`config.mk`:
```
export PLATFORM = sky130hd
export DESIGN_NAME = dodq_ctrl
export DESIGN_NICKNAME = d
export VERILOG_FILES = /design/src/rtl/drop_oldest_deque_with_byte_count_unit_defines.svh /design/src/rtl/dodq_pkg.sv /design/src/rtl/dodq_ctrl.sv
export SDC_FILE = /design/constraint.sdc
export NUM_CORES = 1
export LEC_CHECK = 0
export BUFFER_PORTS_ARGS = -buffer_cell sky130_fd_sc_hd__buf_4
export CAP_MARGIN = 20
export CORE_MARGIN = 2
export CORE_UTILIZATION = 52
export CTS_CLUSTER_SIZE = 28
export DETAILED_ROUTE_END_ITERATION = 6
export GPL_TIMING_DRIVEN = 0
export PLACE_DENSITY = 0.82
export SLEW_MARGIN = 20
export SYNTH_ARGS = -nofsm -noshare
export SYNTH_HDL_FRONTEND = slang
export SYNTH_SLANG_ARGS = --single-unit
```
`constraint.sdc`:
```
create_clock -name i_clk -period 8.8 [get_ports i_clk]
set_clock_uncertainty 0.2 [all_clocks]
set_input_delay 1.76 -clock i_clk [delete_from_list [all_inputs] [get_ports i_clk]]
set_output_delay 1.76 -clock i_clk [all_outputs]
set_load 0.01 [all_outputs]
```
`src/rtl/drop_oldest_deque_with_byte_count_unit_defines.svh`:
```
// Assertion macros shared by the deque unit.
`ifndef DROP_OLDEST_DEQUE_WITH_BYTE_COUNT_UNIT_DEFINES_SVH
`define DROP_OLDEST_DEQUE_WITH_BYTE_COUNT_UNIT_DEFINES_SVH

`ifndef SYNTHESIS
// Checked on every clock edge outside reset.
`define DODQ_ASSERT(label, prop) \
    label: assert property (@(posedge i_clk) disable iff (!i_rst_n) prop) \
        else $error("deque unit assertion failed");
// Checked on every clock edge, reset included.
`define DODQ_ASSERT_RST(label, prop) \
    label: assert property (@(posedge i_clk) prop) \
        else $error("deque unit reset assertion failed");
`else
`define DODQ_ASSERT(label, prop)
`define DODQ_ASSERT_RST(label, prop)
`endif

`endif

```
`src/rtl/dodq_pkg.sv`:
```
// Shared constants, types and ring helpers of the deque unit.
package dodq_pkg;

    localparam int QUEUE_DEPTH = 256;
    localparam int IDX_W       = $clog2(QUEUE_DEPTH);
    localparam int CNT_W       = $clog2(QUEUE_DEPTH + 1);
    localparam int SUM_W       = IDX_W + 1;
    localparam int CMD_W       = 2;
    localparam int TAG_W       = 32;
    localparam int SIZE_W      = 16;
    localparam int TOTAL_W     = 24;
    localparam int COUNT_OUT_W = 9;
    localparam int ENTRY_W     = TAG_W + SIZE_W;

    localparam logic [CMD_W-1:0] CMD_ENQUEUE = 2'd0;
    localparam logic [CMD_W-1:0] CMD_PUTBACK = 2'd1;
    localparam logic [CMD_W-1:0] CMD_DEQUEUE = 2'd2;

    typedef struct packed {
        logic [TAG_W-1:0]  tag;
        logic [SIZE_W-1:0] size;
    } t_entry;

    typedef struct packed {
        logic             we;
        logic [IDX_W-1:0] waddr;
        t_entry           wdata;
        logic [IDX_W-1:0] raddr;
    } t_ram_ctl;

    typedef struct packed {
        logic                   accepted;
        logic                   entry_valid;
        logic [TAG_W-1:0]       out_tag;
        logic [SIZE_W-1:0]      out_size;
        logic                   dropped;
        logic [TAG_W-1:0]       dropped_tag;
        logic [COUNT_OUT_W-1:0] entry_count;
        logic [TOTAL_W-1:0]     bytes_in_queue;
    } t_result;

    function automatic logic [IDX_W-1:0] ring_next(input logic [IDX_W-1:0] idx);
        return (idx == IDX_W'(QUEUE_DEPTH - 1)) ? '0 : idx + IDX_W'(1);
    endfunction

    function automatic logic [IDX_W-1:0] ring_prev(input logic [IDX_W-1:0] idx);
        return (idx == '0) ? IDX_W'(QUEUE_DEPTH - 1) : idx - IDX_W'(1);
    endfunction

endpackage

```
`src/rtl/dodq_ctrl.sv`:
```
// Queue pointer, count, byte total and head-entry logic of the deque unit.
module dodq_ctrl import dodq_pkg::*; (
    input  logic              i_clk,
    input  logic              i_rst_n,
    input  logic              i_accept,
    input  logic              i_enabled,
    input  logic [CMD_W-1:0]  i_command,
    input  t_entry            i_entry,
    input  t_entry            i_next_ent,
    output t_ram_ctl          o_ram,
    output t_result           o_result
);

    logic [IDX_W-1:0]   r_head;
    logic [CNT_W-1:0]   r_count;
    logic [TOTAL_W-1:0] r_total;
    t_entry             r_head_ent;

    logic [IDX_W-1:0]   n_head;
    logic [CNT_W-1:0]   n_count;
    logic [TOTAL_W-1:0] n_total;
    t_entry             n_head_ent;

    logic               is_ins;
    logic               is_deq;
    logic               full;
    logic               pop;
    logic [SUM_W-1:0]   tail_sum;
    logic [IDX_W-1:0]   tail_slot;
    logic [TOTAL_W-1:0] total_after_pop;

    always_comb begin
        is_ins = i_enabled && ((i_command == CMD_ENQUEUE) || (i_command == CMD_PUTBACK));
        is_deq = i_enabled && (i_command == CMD_DEQUEUE) && (r_count != '0);
        full   = (r_count == CNT_W'(QUEUE_DEPTH));
        pop    = is_deq || (is_ins && full);

        // Tail slot of a queue that is not full; below twice the depth.
        tail_sum  = {1'b0, r_head} + SUM_W'(r_count);
        tail_slot = (tail_sum >= SUM_W'(QUEUE_DEPTH)) ?
                    IDX_W'(tail_sum - SUM_W'(QUEUE_DEPTH)) : IDX_W'(tail_sum);

        total_after_pop = pop ? (r_total - TOTAL_W'(r_head_ent.size)) : r_total;

        n_head      = r_head;
        n_count     = r_count;
        n_total     = r_total;
        n_head_ent  = r_head_ent;
        o_ram.we    = 1'b0;
        o_ram.waddr = tail_slot;
        o_ram.wdata = i_entry;

        if (i_accept) begin
            if (is_deq) begin
                n_head     = ring_next(r_head);
                n_count    = r_count - CNT_W'(1);
                n_total    = total_after_pop;
                n_head_ent = i_next_ent;
            end else if (is_ins) begin
                o_ram.we = 1'b1;
                n_total  = total_after_pop + TOTAL_W'(i_entry.size);
                if (!full) begin
                    n_count = r_count + CNT_W'(1);
                end
                if (i_command == CMD_PUTBACK) begin
                    // On a full queue the dropped head slot is reused by the new head.
                    o_ram.waddr = full ? r_head : ring_prev(r_head);
                    n_head      = full ? r_head : ring_prev(r_head);
                    n_head_ent  = i_entry;
                end else if (full) begin
                    // The ring wraps: the new tail lands in the dropped head slot.
                    o_ram.waddr = r_head;
                    n_head      = ring_next(r_head);
                    n_head_ent  = i_next_ent;
                end else if (r_count == '0) begin
                    n_head_ent = i_entry;
                end
            end
        end

        // Keep the entry behind the head prefetched for the next pop.
        o_ram.raddr = ring_next(n_head);

        o_result.accepted       = is_ins;
        o_result.entry_valid    = is_deq;
        o_result.out_tag        = is_deq ? r_head_ent.tag : '0;
        o_result.out_size       = is_deq ? r_head_ent.size : '0;
        o_result.dropped        = is_ins && full;
        o_result.dropped_tag    = (is_ins && full) ? r_head_ent.tag : '0;
        o_result.entry_count    = COUNT_OUT_W'(n_count);
        o_result.bytes_in_queue = n_total;
    end

    always_ff @(posedge i_clk) begin
        if (!i_rst_n) begin
            r_head  <= '0;
            r_count <= '0;
            r_total <= '0;
        end else begin
            r_head  <= n_head;
            r_count <= n_count;
            r_total <= n_total;
        end
    end

    always_ff @(posedge i_clk) begin
        r_head_ent <= n_head_ent;
    end

endmodule

```
==> results.sh, run 1 <==
export IMPL_vias_per_cell=6.08
export IMPL_place_ws_ps=-228
export IMPL_cts_tree="done"
export IMPL_avgRoutedWirePerCell_um=20.2
export IMPL_netlist_cell_type_count=77
export IMPL_cts_buffers=9
export IMPL_reg2reg_from="r_head_ent[0]$_DFFE_PP_"
export IMPL_synth_edf_count=48
export IMPL_fin_area_um2=11200
export IMPL_worstHoldStart="r_total[23]$_SDFF_PN0_"
export IMPL_netlist_area_um2=8410
export IMPL_final_cell_mix="buf_4 (332), nor2_1 (66), nand2_1 (62), and2_1 (62), a21oi_1 (58)"
export IMPL_place_area_um2=10900
export IMPL_report_final_setup_viol=0
export IMPL_worstSetupStartpointType="input port"
export IMPL_yosys_area_top_type="edfxtp_1"
export IMPL_fin_crit_ps=8480
export IMPL_final_layout_size_suffix_gt1_share_pct=32.4
export IMPL_synth_area_leaders="edfxtp_1 (17%), dfxtp_1 (9.8%), mux2_2 (7.4%)"
export IMPL_initial_utilization_pct=53.1
export IMPL_worst_ir_drop_vdd_v=0.000100
export IMPL_cts_root_buf="clkbuf_16"
export IMPL_outcome="finished clean"
export IMPL_drc=0
export IMPL_crit_path_start="i_command[1]"
export IMPL_leakagePower_nw=5.14
export IMPL_worstPathMaxFanout=10
export IMPL_finalWirelength_um=30900
export IMPL_cts_hold_buf=0
export IMPL_htreeDepth=3
export IMPL_n_antenna_cell=0
export IMPL_final_common_cell="buf_4"
export IMPL_fp_dieH_um=131
export IMPL_dr_pass1_iters=5
export IMPL_grt_pass1_wl_um=47600
export IMPL_path_class="in2out"
export IMPL_cts_reportedPaths_clkPinSlew_ps=60
export IMPL_cp_end_kind="output port"
export IMPL_grt_max_degree=23
export IMPL_final_hold_viol_count=0
export IMPL_finalCritPeriodShare_pct=96.4
export IMPL_powerDensity_nw_per_um2=122
export IMPL_yosysWarnings=0
export IMPL_synthArstFlopShare_pct=0
export IMPL_via_count=9272
export IMPL_die_width_um=131
export IMPL_clockBufferDepth=2
export IMPL_nets=1459
export IMPL_cts_sinks=89
export IMPL_tightest_slew_ps=1050
export IMPL_syn_inst=1011
export IMPL_synth_nets=1165
export IMPL_io_pins=283
export IMPL_first_global_vias=8623
export IMPL_die_area_um2=17200
export IMPL_fmax_mhz=118
export IMPL_grt_use_total_pct=34.6
export IMPL_gp_congestion=0.972
export IMPL_drt_iter0_drc=923
export IMPL_hp_class="reg2reg"
export IMPL_maxSlewHeadroom_pct=29.5
export IMPL_area_growth_syn_to_layout_pct=32.8
export IMPL_worstPathArrival_ps=6520
export IMPL_yosysSeqAreaShare_pct=26.9
export IMPL_synth_top_area_share_pct=17.1
export IMPL_rsz0062_at_grt="no"
export IMPL_insertion_delay_ps=350
export IMPL_coreArea_um2=15800
export IMPL_gr_total_overflow=0
export IMPL_dp_hpwl_um=24200
export IMPL_worst_slack_ps=318
export IMPL_synth_flop_cell="edfxtp_1"
export IMPL_ant_nets=0
export IMPL_antenna_found_initial=0
export IMPL_num_rows=46
export IMPL_drv_cap=0
export IMPL_final_max_slew_viol_count=0
export IMPL_fillers=1318
export IMPL_r2r_slack_ps=3210
export IMPL_critPathRequiredTime_ps=6840
export IMPL_avgSynthCellArea_um2=8.32
export IMPL_ys_ff_latch=89
export IMPL_portBuffers=282
[Yosys cell counts (16+ instances only)]
library cell  count
buf_4            50
mux2_2           55
xor2_1           19
xnor2_1          31
and3_1           42
a21oi_1          58
nor2_1           66
ha_1             49
inv_1            42
o21ai_0          55
and2_1           62
clkbuf_1         50
a31oi_1          16
nand2_1          63
edfxtp_1         48
nand3_1          20
nor3_1           21
dfxtp_1          41
[critical path: stages]
cell and delay (ps):
buf_4 120, nand2b_2 270, clkinvlp_4 240, a31o_2 330
nand2_2 210, clkbuf_2 340, mux2_2 380, ha_1 330
and3_1 170, a211oi_1 470, a211o_1 290, a21oi_1 130
or3_1 460, o211ai_1 200, mux2i_1 390, nor2_1 120
xnor2_1 150, buf_4 150
[flip-flops by register name, summed over array words and instances, names as in the netlist]
signal,count
r_head_ent,48
r_head,8
r_total,24
r_count,9
[cells by family after synthesis]
group	count (synthesis)	synth area share [%]
AO/OA/AOI/OAI	265	20.9
flip-flops	89	26.9
buffers and inverters	153	9.18
AND/OR/NAND/NOR	344	22.1
XOR/XNOR	50	5.21
adder cells (fa/ha/maj)	52	8.00
multiplexers	58	7.72
[worst paths after layout]
check	end	cells past startpoint
setup / recovery	o_result[21]	18
hold / removal	r_total[23]$_SDFF_PN0_	2
setup reg to reg	r_total[23]$_SDFF_PN0_	20
hold reg to reg	r_total[23]$_SDFF_PN0_	2
[through the flow]
step / setup TNS [ps] / total power, mW / hold slack, ps / util (%) / std cells
2_1_floorplan: 0 / 0.778 / 290 / - / 1011
3_3_place_gp: -148 / 0.952 / 310 / 68.2 / 1509
3_5_place_dp: -290 / 0.962 / 326 / 68.7 / 1511
4_1_cts: 0 / 1.35 / 342 / 70.6 / 1527
5_1_grt: 0 / 1.42 / 373 / 70.6 / 1526
6_report: 0 / 1.36 / 345 / 70.6 / 1526
[layout make-up]
class | instances | area (µm²) | share of cell area [%]
inverter | 44 | 169 | 1.51
clock inverter | 4 | 25.0 | 0.224
timing repair buffer | 284 | 2170 | 19.4
sequential | 89 | 2260 | 20.2
multi-input combinational | 769 | 5400 | 48.3
tap | 216 | 270 | 2.42
clock buffer | 12 | 268 | 2.40
buffer | 108 | 606 | 5.42
[power breakdown]
group / total, mW / internal (mW) / switching [mW] / leakage, nW
Sequential: 0.478 / 0.462 / 0.0156 / 0.774
Combinational: 0.490 / 0.223 / 0.267 / 4.22
Clock: 0.394 / 0.217 / 0.177 / 0.148
Total: 1.36 / 0.902 / 0.460 / 5.14
[per-layer routing]
layer  GRT usage, %  wire length [µm]  vias up
met4           13.8              1170        0
met5              0                 0        -
li1               -                 -     4252
met2           57.5             14500      533
met1           44.9             12600     4405
met3           5.59              2620       82
[timing repair]
action | in CTS | in global routing
pin swaps | 0 | 0
setup endpoints to repair | 2 | 7
setup buffers | 0 | 0
gates resized for setup | 3 | 3
Power figures use the tool's default switching activity.
==> run 2, diff against run 1 <==
--- a/config.mk
+++ b/config.mk
@@ -5,11 +5,11 @@
 export SDC_FILE = /design/constraint.sdc
 export NUM_CORES = 1
 export LEC_CHECK = 0
+export ABC_AREA = 1
 export BUFFER_PORTS_ARGS = -buffer_cell sky130_fd_sc_hd__buf_4
 export CAP_MARGIN = 20
 export CORE_MARGIN = 2
 export CORE_UTILIZATION = 52
-export CTS_CLUSTER_SIZE = 28
 export DETAILED_ROUTE_END_ITERATION = 6
 export GPL_TIMING_DRIVEN = 0
 export PLACE_DENSITY = 0.82
==> results.sh, run 2 <==
export IMPL_dp_hpwl_um=23900
export IMPL_dr_pass1_iters=5
export IMPL_setup_tns_ps=0
export IMPL_rsz0062_at_grt="no"
export IMPL_finalCritPeriodShare_pct=89.7
export IMPL_avgSynthCellArea_um2=6.87
export IMPL_p_sw_share_pct=36.3
export IMPL_gr_total_overflow=0
export IMPL_cts_reportedPaths_clkPinSlew_ps=70
export IMPL_intPower_uw=867
export IMPL_insertion_delay_ps=370
export IMPL_final_max_slew_viol_count=0
export IMPL_synth_nets=1390
export IMPL_placed_cells=1734
export IMPL_reg_top3="r_head_ent (48), r_total (24), r_count (9)"
export IMPL_die_width_um=132
export IMPL_first_global_vias=8617
export IMPL_worst_path_most_repeated_cell="nand2_1"
export IMPL_powerDensity_nw_per_um2=122
export IMPL_cts_tree="done"
export IMPL_n_antenna_cell=0
export IMPL_cp_slowest_cell="clkbuf_1"
export IMPL_post_cts_buffers=0
export IMPL_final_hold_viol_count=0
export IMPL_ant_nets=0
export IMPL_grt_max_degree=26
export IMPL_yosysWarnings=0
export IMPL_syn_inst=1236
export IMPL_final_common_cell="buf_4"
export IMPL_cts_root_buf="clkbuf_16"
export IMPL_leakagePower_nw=5.87
export IMPL_hold_ws_ps=310
export IMPL_cts_sinks=89
export IMPL_coreArea_um2=15900
export IMPL_hp_class="reg2reg"
export IMPL_portBuffers=281
export IMPL_worst_ir_drop_vdd_v=0.000105
export IMPL_outcome="finished clean"
export IMPL_drt_iter0_drc=991
export IMPL_synth_area_leaders="edfxtp_1 (17%), nand2_1 (11%), dfxtp_1 (9.7%)"
export IMPL_synth_flop_cell="edfxtp_1"
export IMPL_worstPathMaxFanout=10
export IMPL_tightest_slew_ps=812
export IMPL_via_count=9384
export IMPL_fin_cells=1750
export IMPL_ys_ff_latch=89
export IMPL_netlist_cell_type_count=53
export IMPL_cts_buffers=9
export IMPL_worst_slack_ps=910
export IMPL_maxSlewHeadroom_pct=45.9
export IMPL_area_growth_syn_to_layout_pct=31.7
export IMPL_power_switching_uw=493
export IMPL_path_class="in2out"
export IMPL_yosys_area_top_type="edfxtp_1"
export IMPL_largest_reg_flops=48
export IMPL_io_pins=283
export IMPL_cts_hold_buf=0
export IMPL_grt_pass1_wl_um=45600
export IMPL_fp_dieH_um=132
export IMPL_synth_edf_count=48
export IMPL_nets=1683
export IMPL_antenna_found_initial=0
export IMPL_crit_family="simple AND/OR/NAND/NOR gates"
export IMPL_synthArstFlopShare_pct=0
export IMPL_initial_utilization_pct=53.3
export IMPL_clockBufferDepth=2
export IMPL_p_comb_share_pct=35.7
export IMPL_drc=0
export IMPL_fmax_mhz=127
export IMPL_cp_num_buf_inv=6
export IMPL_finalWirelength_um=29800
export IMPL_clkPwrFrac_pct=29.1
export IMPL_netlist_area_um2=8500
export IMPL_num_rows=46
export IMPL_worstSetupStartpointType="input port"
export IMPL_drv_cap=0
export IMPL_fin_crit_ps=7890
export IMPL_htreeDepth=3
export IMPL_grt_use_total_pct=33.2
export IMPL_vias_per_cell=5.36
export IMPL_r2r_slack_ps=3910
export IMPL_report_final_setup_viol=0
export IMPL_place_ws_ps=1100
export IMPL_cp_end_kind="output port"
export IMPL_final_layout_size_suffix_gt1_share_pct=29.9
export IMPL_seqPwrFrac_pct=35.2
export IMPL_critPathRequiredTime_ps=6840
export IMPL_synth_common_cells="nand2_1 (255), inv_1 (175), nor2_1 (165)"
export IMPL_cpPeakStageDelay_ps=430
export IMPL_synth_most_common_cell="nand2_1"
export IMPL_avgRoutedWirePerCell_um=17.0
export IMPL_worstPathArrival_ps=5930
export IMPL_ctsResizeCount=0
export IMPL_gp_congestion=0.990
export IMPL_yosysSeqAreaShare_pct=26.6
export IMPL_synth_top_area_share_pct=17.0
export IMPL_final_cell_mix="buf_4 (333), nand2_1 (255), inv_1 (175)"
export IMPL_top_register="r_head_ent"
export IMPL_die_area_um2=17400
-- run 2: cell types whose count changed after synthesis, moves of 10 or more --
| cell | delta |
|---|---|
| xnor2_1 | -19 |
| clkbuf_1 | -37 |
| nor2_1 | +99 |
| nand3_1 | +40 |
| inv_1 | +133 |
| a21oi_1 | +13 |
| and2_1 | -54 |
| a31oi_1 | -12 |
| and3_1 | -42 |
| nor3_1 | -10 |
| nand2_1 | +192 |
-- run 2: tightest hold or removal path: cells and delay by family, from the launching register on --
family / cells / cell delay, ps
AOI/OAI and AO/OA: 1 / 70
DFF: 1 / 310
and+or+nand+nor: 1 / 90
-- run 2: cells by family (layout without fill, tap and decap cells) --
| group | after synthesis | after routing | share of synthesized area [%] |
|---|---|---|---|
| buffers and inverters | 268 | 566 | 14.4 |
| XOR/XNOR | 38 | 38 | 4.01 |
| flip-flops | 89 | 89 | 26.6 |
| multiplexers | 48 | 48 | 6.35 |
| adder cells (fa/ha/maj) | 52 | 52 | 7.92 |
| AO/OA/AOI/OAI | 193 | 193 | 13.1 |
| AND/OR/NAND/NOR | 548 | 548 | 27.6 |
-- run 2: per-stage QoR --
step / area (µm²) / utilization, % / power (mW)
finish: 11200 / 70.2 / 1.36
global route: 11200 / 70.2 / 1.42
CTS: 11200 / 70.2 / 1.36
detailed placement: 10900 / 68.4 / 0.963
global placement: 10900 / 68.2 / 0.955
floorplan: 8500 / - / 0.783
-- run 2: power by group through the flow --
stage          clock, mW  combinational [mW]  sequential [mW]
5_1_grt            0.411               0.533            0.480
3_3_place_gp           0               0.467            0.488
6_report           0.396               0.485            0.478
3_5_place_dp           0               0.476            0.487
4_1_cts            0.398               0.479            0.478
2_1_floorplan          0               0.300            0.483
-- run 2: final cells by class --
type | instances | area (µm²)
timing repair buffer | 282 | 2130
buffer | 83 | 532
sequential | 89 | 2260
inverter | 185 | 694
fill | 1388 | 4750
tap | 216 | 270
clock inverter | 7 | 61.3
multi-input combinational | 879 | 5020
clock buffer | 9 | 225
-- run 2: layer usage --
| layer | vias to the layer above | wire [µm] | GRT usage (%) |
|---|---|---|---|
| met2 | 472 | 13900 | 54.9 |
| met3 | 68 | 2800 | 7.84 |
| met1 | 4273 | 12300 | 42.8 |
| met5 | - | 0 | 0 |
| met4 | 0 | 818 | 10.7 |
| li1 | 4571 | - | - |
-- run 2: path summary, 6_finish.rpt --
kind                            end                  start  cells after the start
max                    o_result[22]           i_command[1]                     25
min           r_total[0]$_SDFF_PN0_  r_total[0]$_SDFF_PN0_                      2
max reg2reg  r_total[22]$_SDFF_PN0_  r_count[1]$_SDFF_PN0_                     26
min reg2reg   r_total[0]$_SDFF_PN0_  r_total[0]$_SDFF_PN0_                      2
